File: src/rtl/bfr_pkg.sv
// ----------------------------------------------------------------------------
// bfr_pkg
// Shared types, register indexes, constants and the CORDIC angle table of the
// frequency response block.
// ----------------------------------------------------------------------------
package bfr_pkg;

  localparam int POLY_ORDER   = 2;
  localparam int CORDIC_STEPS = 28;
  localparam int LOG_STEPS    = 30;
  localparam int FIFO_DEPTH   = 4;

  // degrees in Q16.16 and Q.24
  localparam logic signed [25:0] DEG180    = 26'sd11796480;
  localparam logic signed [25:0] DEG360    = 26'sd23592960;
  localparam logic signed [32:0] DEG360_W  = 33'sd23592960;
  localparam logic signed [32:0] DEG90_Q24 = 33'sd1509949440;
  // 10 log10(2) in Q.22
  localparam logic [23:0] GAIN_K = 24'd12626113;

  // configuration register indexes
  typedef enum logic [2:0] {
    REG_NUM_S2 = 3'd0,
    REG_NUM_S1 = 3'd1,
    REG_NUM_S0 = 3'd2,
    REG_DEN_S2 = 3'd3,
    REG_DEN_S1 = 3'd4,
    REG_DEN_S0 = 3'd5
  } reg_idx_t;

  // status codes
  localparam logic [1:0] ST_OK        = 2'd0;
  localparam logic [1:0] ST_DEN_ZERO  = 2'd1;
  localparam logic [1:0] ST_NUM_ZERO  = 2'd2;
  localparam logic [1:0] ST_BOTH_ZERO = 2'd3;

  typedef struct packed {
    logic [31:0] omega;
    logic        sweep_start;
  } item_t;

  typedef struct packed {
    logic signed [31:0] gain_db;
    logic signed [31:0] phase_unwrapped;
    logic [1:0]         status;
  } result_t;

  typedef struct packed {
    logic signed [31:0] s2;
    logic signed [31:0] s1;
    logic signed [31:0] s0;
  } poly_t;

  typedef struct packed {
    poly_t num;
    poly_t den;
  } coefs_t;

  // queue entry: frequency with its square already formed
  typedef struct packed {
    logic [31:0] omega;
    logic [63:0] omega_sq;
    logic        sweep_start;
  } point_t;

  // atan(2^-i) in degrees, Q.24
  function automatic logic [30:0] atan_deg(input logic [4:0] i);
    logic [30:0] a;
    case (i)
      5'd0:  a = 31'd754974720;
      5'd1:  a = 31'd445687602;
      5'd2:  a = 31'd235489088;
      5'd3:  a = 31'd119537938;
      5'd4:  a = 31'd60000934;
      5'd5:  a = 31'd30029717;
      5'd6:  a = 31'd15018523;
      5'd7:  a = 31'd7509720;
      5'd8:  a = 31'd3754917;
      5'd9:  a = 31'd1877466;
      5'd10: a = 31'd938734;
      5'd11: a = 31'd469367;
      5'd12: a = 31'd234684;
      5'd13: a = 31'd117342;
      5'd14: a = 31'd58671;
      5'd15: a = 31'd29335;
      5'd16: a = 31'd14668;
      5'd17: a = 31'd7334;
      5'd18: a = 31'd3667;
      5'd19: a = 31'd1833;
      5'd20: a = 31'd917;
      5'd21: a = 31'd458;
      5'd22: a = 31'd229;
      5'd23: a = 31'd115;
      5'd24: a = 31'd57;
      5'd25: a = 31'd29;
      5'd26: a = 31'd14;
      5'd27: a = 31'd7;
      default: a = '0;
    endcase
    return a;
  endfunction

endpackage

File: src/rtl/bfr_front.sv
// ----------------------------------------------------------------------------
// bfr_front
// Takes input transactions and configuration writes, holds the coefficient
// registers and squares each frequency before it enters the point queue.
// ----------------------------------------------------------------------------
module bfr_front import bfr_pkg::*; (
  input  logic        clk,
  input  logic        rst,
  input  logic        item_valid,
  output logic        item_ready,
  input  item_t       item,
  input  logic        cfg_valid,
  output logic        cfg_ready,
  input  logic [2:0]  cfg_index,
  input  logic [31:0] cfg_data,
  output coefs_t      coefs,
  output logic        push,
  output point_t      push_data,
  input  logic        q_full
);

  logic  stg_valid;
  item_t stg;

  // configuration is always taken
  assign cfg_ready = 1'b1;

  always_ff @(posedge clk) begin
    if (rst) begin
      coefs.num.s2 <= 32'sd0;
      coefs.num.s1 <= 32'sd655360;
      coefs.num.s0 <= 32'sd655360;
      coefs.den.s2 <= 32'sd6554;
      coefs.den.s1 <= 32'sd65536;
      coefs.den.s0 <= 32'sd0;
    end else if (cfg_valid) begin
      unique case (cfg_index)
        REG_NUM_S2: coefs.num.s2 <= cfg_data;
        REG_NUM_S1: coefs.num.s1 <= cfg_data;
        REG_NUM_S0: coefs.num.s0 <= cfg_data;
        REG_DEN_S2: coefs.den.s2 <= cfg_data;
        REG_DEN_S1: coefs.den.s1 <= cfg_data;
        REG_DEN_S0: coefs.den.s0 <= cfg_data;
        default: ;
      endcase
    end
  end

  // advance the input stage into the queue when there is room
  assign push       = stg_valid && !q_full;
  assign item_ready = !stg_valid || !q_full;

  always_ff @(posedge clk) begin
    if (rst) begin
      stg_valid <= 1'b0;
    end else if (item_ready) begin
      stg_valid <= item_valid;
    end
  end

  always_ff @(posedge clk) begin
    if (item_valid && item_ready) begin
      stg <= item;
    end
  end

  // square the frequency; the queue entry registers the product
  always_comb begin
    push_data.omega       = stg.omega;
    push_data.omega_sq    = 64'(stg.omega) * 64'(stg.omega);
    push_data.sweep_start = stg.sweep_start;
  end

endmodule

File: config.mk
export PLATFORM = sky130hd
export DESIGN_NAME = bfr_front
export DESIGN_NICKNAME = d
export VERILOG_FILES = /design/src/rtl/bfr_pkg.sv /design/src/rtl/bfr_front.sv
export SDC_FILE = /design/constraint.sdc
export NUM_CORES = 2
export LEC_CHECK = 0
export ABC_AREA = 1
export ABC_CLOCK_PERIOD_IN_PS = 16300
export CORE_MARGIN = 2
export CORE_UTILIZATION = 70
export CTS_CLUSTER_DIAMETER = 30
export DETAILED_ROUTE_END_ITERATION = 10
export DONT_BUFFER_PORTS = 1
export MAX_ROUTING_LAYER = met4
export PLACE_DENSITY = 0.86
export SLEW_MARGIN = 0
export SYNTH_ARGS = -nofsm -noshare
export SYNTH_HDL_FRONTEND = slang
export SYNTH_SLANG_ARGS = --single-unit
File: constraint.sdc
create_clock -name clk -period 16.3 [get_ports clk]
set_input_delay 2.445 -clock clk [delete_from_list [all_inputs] [get_ports clk]]
set_output_delay 2.445 -clock clk [all_outputs]
set_load 0.005 [all_outputs]
==> flow_summary.ini <==
[setup_path]
crit_path_max_fanout = 21
cp-end-kind = output port
critical_path_arrival_ns = 8.11
criticalPathCategory = flop to output port
setup.reg_to_reg.worst_slack_ns = 14.91
critPathRequiredTime_ns = 13.86
crit_path_start_kind = flop

[detailed_routing]
wl_per_cell_um = 19.82
ant_nets = 0
num_vias = 31390
viasPerCell = 5.527
drt_wl_total_um = 112600
dr.pass1.iters = 5
drc = 0
drt_iter0_markers = 2469

[run]
max-cap-violations = 0

[global_route]
gr-total-overflow = 0
antenna_found_initial = 1
grt_use_total = 0.4195
grt_pass1_wl_um = 180900
grt_max_degree = 102
number_of_global_route_vias_before_repair = 34230

[floorplanning]
die_height_um = 241.2
chipWidth_um = 241.2
die-area_um2 = 58160
io_pins = 365
fp-row-count = 86
fp.coreArea_um2 = 55310
effective_utilization_at_floorplan = 0.7118

[synthesis]
dominantRegCellSynth = sky130_fd_sc_hd__dfxtp_1
yosysWarningCount = 0
post_synth_top_area_cell = sky130_fd_sc_hd__fa_1
synth-edff-count = 33
postSynth.asyncResetShare = 0
synthesis.instances = 4978
synth.avg_cell_area_um2 = 7.909
post-synth-top-area-fraction = 0.4027
synth_seq_area_share = 0.1233
synth_top_cells_by_area = sky130_fd_sc_hd__fa_1, sky130_fd_sc_hd__inv_1, sky130_fd_sc_hd__nand2_1, sky130_fd_sc_hd__dfxtp_1, sky130_fd_sc_hd__ha_1
postSynthNetCount = 6142
synth_area_um2 = 39370
ys_seq_elements = 226
yosysUniqueCellTypes = 33

[timing]
count_of_endpoints_failing_setup_in_the_final_report = 0
final_setup_skew_ns = 0.03689
setup_slack_ns = 5.746
maxSlewViolCount = 0
post-route-period-util = 0.6475
setup_repair_after_global_routing_missed_its_margin = no
hold_violations = 0
max_freq_mhz = 94.75
worst_slew_pin_slew_ns = 1.240
worst_case_headroom_to_the_max_slew_limit = 0.1725
tns_ns = 0
finalCriticalPeriod_ns = 10.55

[place]
placement.io_buffers = 0
place.detailed.hpwl_um = 88320
dp_slack_ns = 6.523
gp_congestion = 0.9973
postPlaceCellArea_um2 = 40020

[clock_tree]
cts_resized = 0
cts.hold.buffers_added = 0
tritoncts.num_buffers = 40
cts_max_level = 2
cts.root.buffer_cell = sky130_fd_sc_hd__clkbuf_16
clock_sink_total = 226
worst_case_clock_buffer_depth = 3
tritoncts = done
cts_setup_buffers = 0
clkSlewWorstSetupHoldPaths_ns = 0.06
insertion_delay_ns = 0.59

[status]
status = completed

[cells_and_area]
post-route-cell-area_um2 = 41520
layout-area-overhead-vs-synth_pct = 5.469
final_nets = 6062
post_route_cells_drive_above_1_share = 0.03490

[worst_hold_path]
hold_path_class = flop to flop
## logic make-up after synthesis
logic type | Yosys count | share of synthesized area
buffers and inverters | 1636 | 0.1564
and+or+nand+nor | 1670 | 0.1677
other | 2 | 0.0001908
AOI/OAI and AO/OA | 276 | 0.03756
xor gates and xnor gates | 77 | 0.01713
DFF | 226 | 0.1233
adders and majority gates | 1091 | 0.4977
## synth_stat cells (3+ instances only)
cell / number
sky130_fd_sc_hd__fa_1: 792
sky130_fd_sc_hd__a31o_2: 6
sky130_fd_sc_hd__or2_2: 6
sky130_fd_sc_hd__nand4_1: 16
sky130_fd_sc_hd__clkbuf_1: 147
sky130_fd_sc_hd__buf_4: 3
sky130_fd_sc_hd__buf_2: 3
sky130_fd_sc_hd__nand3_2: 4
sky130_fd_sc_hd__xnor2_1: 15
sky130_fd_sc_hd__xor2_1: 62
sky130_fd_sc_hd__nor2_4: 6
sky130_fd_sc_hd__ha_1: 299
sky130_fd_sc_hd__dfxtp_1: 193
sky130_fd_sc_hd__nor2_1: 459
sky130_fd_sc_hd__inv_2: 3
sky130_fd_sc_hd__inv_1: 1469
sky130_fd_sc_hd__nand2_1: 1071
sky130_fd_sc_hd__nand2_2: 10
sky130_fd_sc_hd__o21bai_1: 26
sky130_fd_sc_hd__nor2_2: 9
sky130_fd_sc_hd__a21o_1: 3
sky130_fd_sc_hd__nor3_1: 13
sky130_fd_sc_hd__o21ai_0: 182
sky130_fd_sc_hd__nor3_2: 5
sky130_fd_sc_hd__edfxtp_1: 33
sky130_fd_sc_hd__buf_1: 11
sky130_fd_sc_hd__a21oi_1: 57
sky130_fd_sc_hd__nand3_1: 67
## cell usage in the layout, fill, tap and decap left out, types with 2 or more instances in the layout
| cell | instances |
|---|---|
| sky130_fd_sc_hd__buf_4 | 42 |
| sky130_fd_sc_hd__o21ai_0 | 182 |
| sky130_fd_sc_hd__clkinvlp_4 | 4 |
| sky130_fd_sc_hd__clkinv_2 | 4 |
| sky130_fd_sc_hd__fa_1 | 792 |
| sky130_fd_sc_hd__nand3_2 | 4 |
| sky130_fd_sc_hd__xor2_1 | 62 |
| sky130_fd_sc_hd__a21o_1 | 3 |
| sky130_fd_sc_hd__a31o_2 | 6 |
| sky130_fd_sc_hd__a31oi_1 | 2 |
| sky130_fd_sc_hd__xnor2_1 | 15 |
| sky130_fd_sc_hd__clkinv_4 | 3 |
| sky130_fd_sc_hd__diode_2 | 2 |
| sky130_fd_sc_hd__ha_1 | 299 |
| sky130_fd_sc_hd__inv_1 | 1468 |
| sky130_fd_sc_hd__clkbuf_8 | 3 |
| sky130_fd_sc_hd__nor2_2 | 15 |
| sky130_fd_sc_hd__nor3_2 | 5 |
| sky130_fd_sc_hd__dfxtp_1 | 193 |
| sky130_fd_sc_hd__nand3_1 | 67 |
| sky130_fd_sc_hd__or2_2 | 6 |
| sky130_fd_sc_hd__nor2_4 | 6 |
| sky130_fd_sc_hd__nand2_2 | 10 |
| sky130_fd_sc_hd__edfxtp_1 | 33 |
| sky130_fd_sc_hd__nor2_1 | 453 |
| sky130_fd_sc_hd__inv_6 | 6 |
| sky130_fd_sc_hd__o21bai_1 | 26 |
| sky130_fd_sc_hd__inv_2 | 3 |
| sky130_fd_sc_hd__a21oi_1 | 56 |
| sky130_fd_sc_hd__clkbuf_16 | 40 |
| sky130_fd_sc_hd__conb_1 | 2 |
| sky130_fd_sc_hd__nand2_1 | 1071 |
| sky130_fd_sc_hd__nor3_1 | 13 |
| sky130_fd_sc_hd__nor3_4 | 2 |
| sky130_fd_sc_hd__nand4_1 | 16 |
| sky130_fd_sc_hd__bufinv_16 | 8 |
| sky130_fd_sc_hd__clkinv_16 | 2 |
## registers in the layout, indices dropped and copies added, names as in the netlist
name / count
push_data: 33
coefs: 192
stg_valid: 1
## critical path: stages (launching register included)
cell	delay (ns)
sky130_fd_sc_hd__edfxtp_1	0.74
sky130_fd_sc_hd__buf_4	0.42
sky130_fd_sc_hd__nand2_1	0.13
sky130_fd_sc_hd__fa_1	0.51
sky130_fd_sc_hd__inv_1	0.08
sky130_fd_sc_hd__fa_1	0.55
sky130_fd_sc_hd__inv_1	0.07
sky130_fd_sc_hd__fa_1	0.48
sky130_fd_sc_hd__fa_1	0.52
sky130_fd_sc_hd__inv_1	0.06
sky130_fd_sc_hd__fa_1	0.55
sky130_fd_sc_hd__fa_1	0.47
sky130_fd_sc_hd__fa_1	0.52
sky130_fd_sc_hd__fa_1	0.42
sky130_fd_sc_hd__ha_1	0.44
sky130_fd_sc_hd__nand2_1	0.15
sky130_fd_sc_hd__nor2_1	0.25
sky130_fd_sc_hd__nand2_1	0.13
sky130_fd_sc_hd__nor2_1	0.10
sky130_fd_sc_hd__nand2_1	0.07
sky130_fd_sc_hd__nand2_1	0.23
sky130_fd_sc_hd__xor2_1	0.63
## final timing paths
path                               startpoint  depth (start not counted)            end
worst max-delay path            push_data[76]                         21  push_data[30]
worst min-delay path               coefs[115]                          2     coefs[115]
worst max register to register      stg_valid                          2  push_data[82]
worst min register to register     coefs[115]                          2     coefs[115]
## stage by stage
stage | utilization | hold slack, ns | instances
floorplan | - | 0.4526 | 4978
global placement | 0.7236 | 0.4708 | 5604
detailed placement | 0.7236 | 0.4909 | 5604
CTS | 0.7507 | 0.4981 | 5677
global route | 0.7507 | 0.5160 | 5678
finish | 0.7508 | 0.5004 | 5679
## layer usage
metal	GRT usage	share of wire	routed length, um
met1	0.4874	0.35	39250
met4	0.2233	0.066	7412
met3	0.1265	0.12	13740
met2	0.6580	0.46	52150
met5	-	0	0
## area by class of cell
cell class / instances / area, um^2
clock buffer: 44 / 1046
tap: 748 / 935.9
multi-input combinational: 3116 / 28390
sequential: 226 / 4855
antenna: 2 / 5.005
clock inverter: 29 / 452.9
timing repair buffer: 42 / 315.3
fill: 3912 / 13780
inverter: 1472 / 5528
Power is left out: the tool's default activity adds up to more than one toggle a clock period on the data nets, which glitch-free logic cannot reach.
