`src/rtl/bfr_pkg.sv`:
```
// ----------------------------------------------------------------------------
// bfr_pkg
// Shared types, register indexes, constants and the CORDIC angle table of the
// frequency response block.
// ----------------------------------------------------------------------------
package bfr_pkg;

  localparam int POLY_ORDER   = 2;
  localparam int CORDIC_STEPS = 28;
  localparam int LOG_STEPS    = 30;
  localparam int FIFO_DEPTH   = 4;

  // degrees in Q16.16 and Q.24
  localparam logic signed [25:0] DEG180    = 26'sd11796480;
  localparam logic signed [25:0] DEG360    = 26'sd23592960;
  localparam logic signed [32:0] DEG360_W  = 33'sd23592960;
  localparam logic signed [32:0] DEG90_Q24 = 33'sd1509949440;
  // 10 log10(2) in Q.22
  localparam logic [23:0] GAIN_K = 24'd12626113;

  // configuration register indexes
  typedef enum logic [2:0] {
    REG_NUM_S2 = 3'd0,
    REG_NUM_S1 = 3'd1,
    REG_NUM_S0 = 3'd2,
    REG_DEN_S2 = 3'd3,
    REG_DEN_S1 = 3'd4,
    REG_DEN_S0 = 3'd5
  } reg_idx_t;

  // status codes
  localparam logic [1:0] ST_OK        = 2'd0;
  localparam logic [1:0] ST_DEN_ZERO  = 2'd1;
  localparam logic [1:0] ST_NUM_ZERO  = 2'd2;
  localparam logic [1:0] ST_BOTH_ZERO = 2'd3;

  typedef struct packed {
    logic [31:0] omega;
    logic        sweep_start;
  } item_t;

  typedef struct packed {
    logic signed [31:0] gain_db;
    logic signed [31:0] phase_unwrapped;
    logic [1:0]         status;
  } result_t;

  typedef struct packed {
    logic signed [31:0] s2;
    logic signed [31:0] s1;
    logic signed [31:0] s0;
  } poly_t;

  typedef struct packed {
    poly_t num;
    poly_t den;
  } coefs_t;

  // queue entry: frequency with its square already formed
  typedef struct packed {
    logic [31:0] omega;
    logic [63:0] omega_sq;
    logic        sweep_start;
  } point_t;

  // atan(2^-i) in degrees, Q.24
  function automatic logic [30:0] atan_deg(input logic [4:0] i);
    logic [30:0] a;
    case (i)
      5'd0:  a = 31'd754974720;
      5'd1:  a = 31'd445687602;
      5'd2:  a = 31'd235489088;
      5'd3:  a = 31'd119537938;
      5'd4:  a = 31'd60000934;
      5'd5:  a = 31'd30029717;
      5'd6:  a = 31'd15018523;
      5'd7:  a = 31'd7509720;
      5'd8:  a = 31'd3754917;
      5'd9:  a = 31'd1877466;
      5'd10: a = 31'd938734;
      5'd11: a = 31'd469367;
      5'd12: a = 31'd234684;
      5'd13: a = 31'd117342;
      5'd14: a = 31'd58671;
      5'd15: a = 31'd29335;
      5'd16: a = 31'd14668;
      5'd17: a = 31'd7334;
      5'd18: a = 31'd3667;
      5'd19: a = 31'd1833;
      5'd20: a = 31'd917;
      5'd21: a = 31'd458;
      5'd22: a = 31'd229;
      5'd23: a = 31'd115;
      5'd24: a = 31'd57;
      5'd25: a = 31'd29;
      5'd26: a = 31'd14;
      5'd27: a = 31'd7;
      default: a = '0;
    endcase
    return a;
  endfunction

endpackage

```
`src/rtl/bfr_fifo.sv`:
```
// ----------------------------------------------------------------------------
// bfr_fifo
// Short point queue between the front and the evaluation sequencer.
// ----------------------------------------------------------------------------
module bfr_fifo import bfr_pkg::*; (
  input  logic   clk,
  input  logic   rst,
  input  logic   push,
  input  point_t push_data,
  input  logic   pop,
  output point_t pop_data,
  output logic   full,
  output logic   empty
);

  localparam int PTR_W = $clog2(FIFO_DEPTH);

  point_t           mem [FIFO_DEPTH];
  logic [PTR_W-1:0] wr_ptr;
  logic [PTR_W-1:0] rd_ptr;
  logic [PTR_W:0]   count;

  assign full     = (count == (PTR_W+1)'(FIFO_DEPTH));
  assign empty    = (count == '0);
  assign pop_data = mem[rd_ptr];

  // store an entry
  always_ff @(posedge clk) begin
    if (push) begin
      mem[wr_ptr] <= push_data;
    end
  end

  // advance pointers and occupancy
  always_ff @(posedge clk) begin
    if (rst) begin
      wr_ptr <= '0;
      rd_ptr <= '0;
      count  <= '0;
    end else begin
      if (push) wr_ptr <= wr_ptr + 1'b1;
      if (pop)  rd_ptr <= rd_ptr + 1'b1;
      if (push && !pop)      count <= count + 1'b1;
      else if (pop && !push) count <= count - 1'b1;
    end
  end

endmodule

```
`config.mk`:
```
export PLATFORM = sky130hd
export DESIGN_NAME = bfr_fifo
export DESIGN_NICKNAME = d
export VERILOG_FILES = /design/src/rtl/bfr_pkg.sv /design/src/rtl/bfr_fifo.sv
export SDC_FILE = /design/constraint.sdc
export NUM_CORES = 1
export LEC_CHECK = 0
export BUFFER_PORTS_ARGS = -buffer_cell sky130_fd_sc_hd__buf_2
export CAP_MARGIN = 20
export CORE_MARGIN = 4
export CORE_UTILIZATION = 35
export CTS_CLUSTER_DIAMETER = 30
export DETAILED_ROUTE_END_ITERATION = 10
export GPL_TIMING_DRIVEN = 0
export PLACE_DENSITY = 0.62
export SYNTH_ARGS = -nofsm -noshare
export SYNTH_HDL_FRONTEND = slang
export SYNTH_SLANG_ARGS = --single-unit
```
`constraint.sdc`:
```
create_clock -name clk -period 4.75 [get_ports clk]
set_clock_uncertainty 0.1 [all_clocks]
set_input_delay 0.2375 -clock clk [delete_from_list [all_inputs] [get_ports clk]]
set_output_delay 0.2375 -clock clk [all_outputs]
set_load 0.03 [all_outputs]
```
==> metrics.cfg, run 1 <==
[logic_synthesis]
synth.area.top_cells = edfxtp_1, mux4_2, dfxtp_1
synth_area_per_cell_um2 = 26.16
synth_warnings = 0
netlist_area_um2 = 14410
synth_top_area_share = 0.8083
syn-instance-count = 551
synth_cell_types = 21
yosysTopAreaCell = edfxtp_1
ys_ff_latch = 397
yosysSeqAreaShare = 0.8208
synth.net_count = 658

[worst_setup_path]
crit_chain = buf_2 -> clkbuf_1 -> mux4_2 -> buf_2
worst_setup_path_end_kind = output port
path_delay_family = buffers and inverters
crit_path_start_kind = flop
cpPeakStageDelay_ns = 0.67
r2r_start = wr_ptr[0]$_SDFFE_PP0P_
worstSetupPathType = reg -> out
cp.required_ns = 4.41
cpMostUsedCell = buf_2
slowest_stage = clkbuf_1
cp.buffers_inverters = 3
crit_arrival_ns = 2.44
cp_max_fo = 10

[min_path]
hold_start = push_data[52]
hold_path_class = in -> reg

[finish]
drive_gt1_frac = 0.4519
n_fill_cell = 3286
synthToLayoutAreaGrowth_pct = 40.16
stdcell_count = 1543
layout.nets = 1046

[global_routing]
grt_pass1_wl_mm = 46.36
grt_use_total = 0.1358
grt_max_degree = 54
grt.overflow.total = 0
grt_pass1_vias = 8119
antenna_found_initial = 2
use_met2 = 0.2275
grt_util_met3 = 0.04248
grt-busiest-layer = met2
grt_use_met1 = 0.1680

[timing]
fin_crit_sh = 0.5852
fin_ws_ns = 1.970
min_period_ns = 2.780
slew_headroom = 0.4005
maxSlewViolCount = 0
max_freq_mhz = 359.8
final.setup.tns_ns = 0
worst-slew-pin-transition_ns = 0.8992
hold_violations = 0
setup_viol = 0
rsz0062_at_grt = no

[clock_network]
post_cts_resized = 0
path_clk_slew_ns = 0.05
insertion_delay_ns = 0.58
htreeDepth = 3
cts.sinks = 397
ctsLongestPathBuffers = 3
cts-root-buf = clkbuf_16
numCtsBuffers = 83
cts_tree = yes

[routing]
avgRoutedWirePerCell_um = 19.41
vias = 7127
dr.pass1.iters = 6
drcViolationCount = 0
drt_iter0_markers = 409
viasPerCell = 4.619
antenna_left = 0
wirelength_mm = 29.96

[placed_design]
io_buffer_count = 198
finalWeightedCongestion = 0.6800
dp_hpwl_mm = 17.35
dp_slack_ns = 2.474
dp.cells = 1285

[floorplan]
rows = 74
die_area_um2 = 44490
die_h_um = 210.9
ios = 200
die_x_um = 210.9
core_um2 = 40740
initial_utilization = 0.3538

[power_and_ir_drop]
power.static_leakage_nw = 7.099
pwr_density_cell_nw_per_um2 = 554.7
vdd.ir_drop.worst_mv = 0.4277

[run]
drv_cap = 0

[run_status]
status = finished clean

[routing by layer]
layer	share of wire	vias up	wire length, µm
met5	0	-	0
met4	0.021	0	616
met3	0.063	49	1888
met2	0.51	222	15280
met1	0.41	3662	12170
li1	-	3194	-
[through the flow]
step / utilization / instance area [µm²] / hold slack (ns) / total power [W]
finish: 0.4959 / 20200 / 0.2969 / 0.01121
global route: 0.4959 / 20200 / 0.2804 / 0.01161
CTS: 0.4958 / 20200 / 0.2572 / 0.01136
detailed placement: 0.3974 / 16190 / 0.3564 / 0.005129
global placement: 0.3945 / 16070 / 0.3518 / 0.005124
floorplan: - / 14410 / 0.2364 / 0.004789
[cell families after synthesis]
logic type,synth area share
AO/OA/AOI/OAI,0.0006938
XOR/XNOR,0.003039
adder cells (fa/ha/maj),0.005729
buffers and inverters,0.01163
flip-flops,0.8208
multiplexers,0.1530
AND/OR/NAND/NOR,0.005121
[Yosys cell counts (all sizes together)]
| cell type | number |
|---|---|
| clkbuf | 7 |
| xor2 | 3 |
| xnor2 | 2 |
| edfxtp | 388 |
| nor2 | 7 |
| buf | 16 |
| mux4 | 97 |
| fa | 1 |
| or3 | 1 |
| o21ai | 1 |
| nor3 | 1 |
| mux2i | 2 |
| nor3b | 1 |
| a21oi | 1 |
| inv | 4 |
| and2 | 4 |
| ha | 5 |
| dfxtp | 9 |
| nand2 | 1 |
[where the power goes]
part	total, W	switching, W	internal [W]
combinational	0.00103	0.000632	0.000402
clock	0.00610	0.00189	0.00421
sequential	0.00407	0.0000375	0.00404
[path summary, 6_finish.rpt]
| path | to | slack (ns) | cells past startpoint |
|---|---|---|---|
| worst max-delay path | pop_data[33] | 1.97 | 4 |
| worst min-delay path | mem[0][52]$_DFFE_PP_ | 0.30 | 2 |
| worst min register to register | count[2]$_SDFFE_PP0P_ | 0.42 | 2 |
| worst max register to register | mem[3][65]$_DFFE_PP_ | 2.64 | 3 |
[flip-flops by register name, indices dropped and copies added, names as in the netlist, named ones only]
register / count
count: 3
mem: 388
rd_ptr: 2
wr_ptr: 2
[cells in the final DEF, fill, tap and decap left out, drive strengths merged]
| master | instances |
|---|---|
| dlygate4sd3 | 101 |
| clkinv | 28 |
| ha | 5 |
| mux2i | 2 |
| mux4 | 97 |
| or3 | 1 |
| o21ai | 1 |
| clkinvlp | 6 |
| nor3b | 1 |
| diode | 2 |
| clkbuf | 95 |
| bufinv | 18 |
| nand2 | 1 |
| buf | 218 |
| xor2 | 3 |
| nor3 | 1 |
| and2 | 4 |
| fa | 1 |
| xnor2 | 2 |
| dfxtp | 9 |
| a21oi | 1 |
| inv | 19 |
| edfxtp | 388 |
| nor2 | 7 |
[timing repair]
action,in CTS,in global routing
endpoints found under the hold margin,397,0
hold buffers,101,0
buffers inserted,0,0
[final cells by class]
type,count,area [µm²],area share
tap,532,665.6,0.03295
buffer,23,152.6,0.007556
sequential,397,11830,0.5856
multi-input combinational,127,2425,0.1200
inverter,4,15.01,0.0007432
antenna,2,5.005,0.0002477
timing repair buffer,303,2112,0.1045
clock inverter,67,900.9,0.04459
clock buffer,88,2096,0.1037
(Power assumes the default switching activity.)
==> inputs of run 2 (changes only) <==
- ABC_AREA: not set -> 1
- PLACE_DENSITY: 0.62 -> 0.64
- clock period: 4.75 -> 2.3 ns (I/O delays scaled with it)
==> run 2 against run 1 <==
Compared with the run above: global-route usage rose by 2.9 points; sequential power grew 110%; clock power is 95% higher; register-to-register slack worse by 2.5 ns; combinational power rose by 130%; highest routed layer is now met5; flip-flop and latch count did not move; total power is 100% higher; via count up 38%; cell count grew 30%.
==> metrics.cfg, run 2 <==
[floorplan]
die_h_um = 213.5
core_um2 = 41850
die_area_um2 = 45600
rows = 75
die_x_um = 213.5
initial_utilization = 0.3533
ios = 200

[global_routing]
grt_pass1_wl_mm = 57.41
grt.overflow.total = 0
antenna_found_initial = 1
grt_pass1_vias = 10119
grt_max_degree = 36
grt_use_total = 0.1649

[routing]
viasPerCell = 4.893
drcViolationCount = 0
wirelength_mm = 38.85
avgRoutedWirePerCell_um = 19.40
dr.pass1.iters = 5
antenna_left = 0
drt_iter0_markers = 666
vias = 9801

[logic_synthesis]
synth_top_area_share = 0.7880
synth_cell_types = 21
synth_warnings = 0
async_flop_share = 0
yosysSeqAreaShare = 0.8002
synth.most_common_cell = edfxtp_1
synth_area_per_cell_um2 = 14.86
syn-instance-count = 995
synth_edf_count = 388
ys_top_cells_by_count = edfxtp_1, nor2_1, o21ai_0
ys_ff_latch = 397
yosysTopAreaCell = edfxtp_1
ys.flop_type = edfxtp_1
synth.area.top_cells = edfxtp_1, nor2_1, o21ai_0
netlist_area_um2 = 14790
synth.net_count = 1102

[worst_setup_path]
cp_max_fo = 10
crit_path_start_kind = flop
worst_setup_path_end_kind = output port
crit_arrival_ns = 2.03
worstSetupPathType = reg -> out
cp.required_ns = 2.09

[timing]
hold_violations = 0
worst-slew-pin-transition_ns = 0.7916
maxSlewViolCount = 0
min_period_ns = 2.250
fin_ws_ns = 0.05047
max_freq_mhz = 444.5
final.setup.tns_ns = 0
fin_crit_sh = 0.9781
slew_headroom = 0.4694
setup_viol = 0
rsz0062_at_grt = yes

[placed_design]
dpl_cell_area_um2 = 16720
dp_slack_ns = -0.01601
io_buffer_count = 199
dp_hpwl_mm = 22.74
finalWeightedCongestion = 0.7398

[finish]
n_fill_cell = 3450
regMostFlops = mem
synthToLayoutAreaGrowth_pct = 42.87
layout.cells.most_common = edfxtp_1
layout.nets = 1504
drive_gt1_frac = 0.3046
largest_reg_flops = 388
design_area_um2 = 21120
final_cell_mix = edfxtp_1, nor2_1, buf_2, o21ai_0, dlygate4sd3_1
n_antenna_cell = 0
top_regs = mem (388), count (3)

[power_and_ir_drop]
finalPower_w = 0.02258
power.static_leakage_nw = 7.705
vdd.ir_drop.worst_mv = 0.7854
pwr_density_cell_nw_per_um2 = 1069

[min_path]
hold_path_class = in -> reg

[clock_network]
htreeDepth = 3
cts_tree = yes
cts.sinks = 397
path_clk_slew_ns = 0.05
insertion_delay_ns = 0.56
ctsLongestPathBuffers = 3
numCtsBuffers = 83
cts-root-buf = clkbuf_16

[run_status]
status = finished clean

[run]
drv_cap = 0

run 2: cell types whose count changed in the layout (fill, tap and decap cells not counted), moves of 6 or more:
cell | previous run | this run
nor2_1 | 7 | 200
o21ai_0 | 1 | 134
mux4_2 | 97 | 0
o22ai_1 | 0 | 74
o21ai_1 | 0 | 65
buf_2 | 209 | 150
buf_4 | 0 | 56
o22ai_2 | 0 | 23
buf_6 | 1 | 22
clkbuf_2 | 0 | 21
buf_12 | 0 | 13
bufinv_16 | 18 | 11
clkbuf_4 | 0 | 7
clkbuf_16 | 83 | 89
run 2: area by class of cell:
type / instances / area [µm²] / share of cell area
Clock inverter: 50 / 568.0 / 0.02689
Inverter: 17 / 91.34 / 0.004324
Multi-Input combinational cell: 519 / 2676 / 0.1267
Timing Repair Buffer: 317 / 2451 / 0.1160
Buffer: 61 / 540.5 / 0.02559
Clock buffer: 102 / 2276 / 0.1077
Tap cell: 539 / 674.4 / 0.03193
Sequential cell: 397 / 11840 / 0.5606
Timing Repair inverter: 1 / 5.005 / 0.0002369
run 2: kinds of logic after synthesis:
family          Yosys count  synth area share
flops                   397            0.8002
compound gates          299            0.1094
simple gates            213           0.05450
buf+inv                  79           0.02970
fa+ha+maj                 6          0.005585
xor+xnor                  1         0.0005925
run 2: repair_timing:
| item | in CTS | in global routing |
|---|---|---|
| setup buffers | 3 | 2 |
| hold endpoints to repair | 397 | 0 |
| gates resized for setup | 135 | 40 |
| hold buffers | 101 | 0 |
| gates cloned | 1 | 1 |
| setup endpoints to repair | 97 | 111 |
| pin swaps | 8 | 1 |
run 2: critical path, stage by stage (launching register included):
cell and delay (ns):
dfxtp_4 0.38, buf_12 0.16, inv_8 0.10, buf_12 0.15, buf_8 0.15, nor2_1 0.05, o22ai_1 0.24, buf_4 0.21
run 2: report_power, final:
part	switching, W	internal [W]
Clock	0.00365	0.00823
Sequential	0.0000794	0.00829
Combinational	0.00151	0.000821
Total	0.00523	0.0173
run 2: routing by layer:
layer	wire (µm)	global-route usage	share of wire
met5	7	0	0.00018
met4	826	0.05937	0.021
met3	3034	0.04155	0.078
met2	18670	0.2704	0.48
met1	16310	0.2150	0.42
run 2: through the flow:
stage	hold WS (ns)	utilization	cells
final	0.1925	0.5047	2003
after global placement	0.1890	0.3940	1733
after floorplan	0.08738	-	995
after CTS	0.1528	0.5028	2001
after global routing	0.1793	0.5047	2003
after detailed placement	0.1953	0.3995	1744
run 2: final timing paths:
check / start / endpoint / slack, ns / cells after the start
setup / recovery: flop / pop_data[79] / 0.05 / 7
hold / removal: push_data[32] / mem[3][32]$_DFFE_PP_ / 0.19 / 2
setup reg to reg: wr_ptr[0]$_SDFFE_PP0P_ / mem[0][57]$_DFFE_PP_ / 0.10 / 6
hold reg to reg: rd_ptr[1]$_SDFFE_PP0P_ / flop / 0.34 / 1
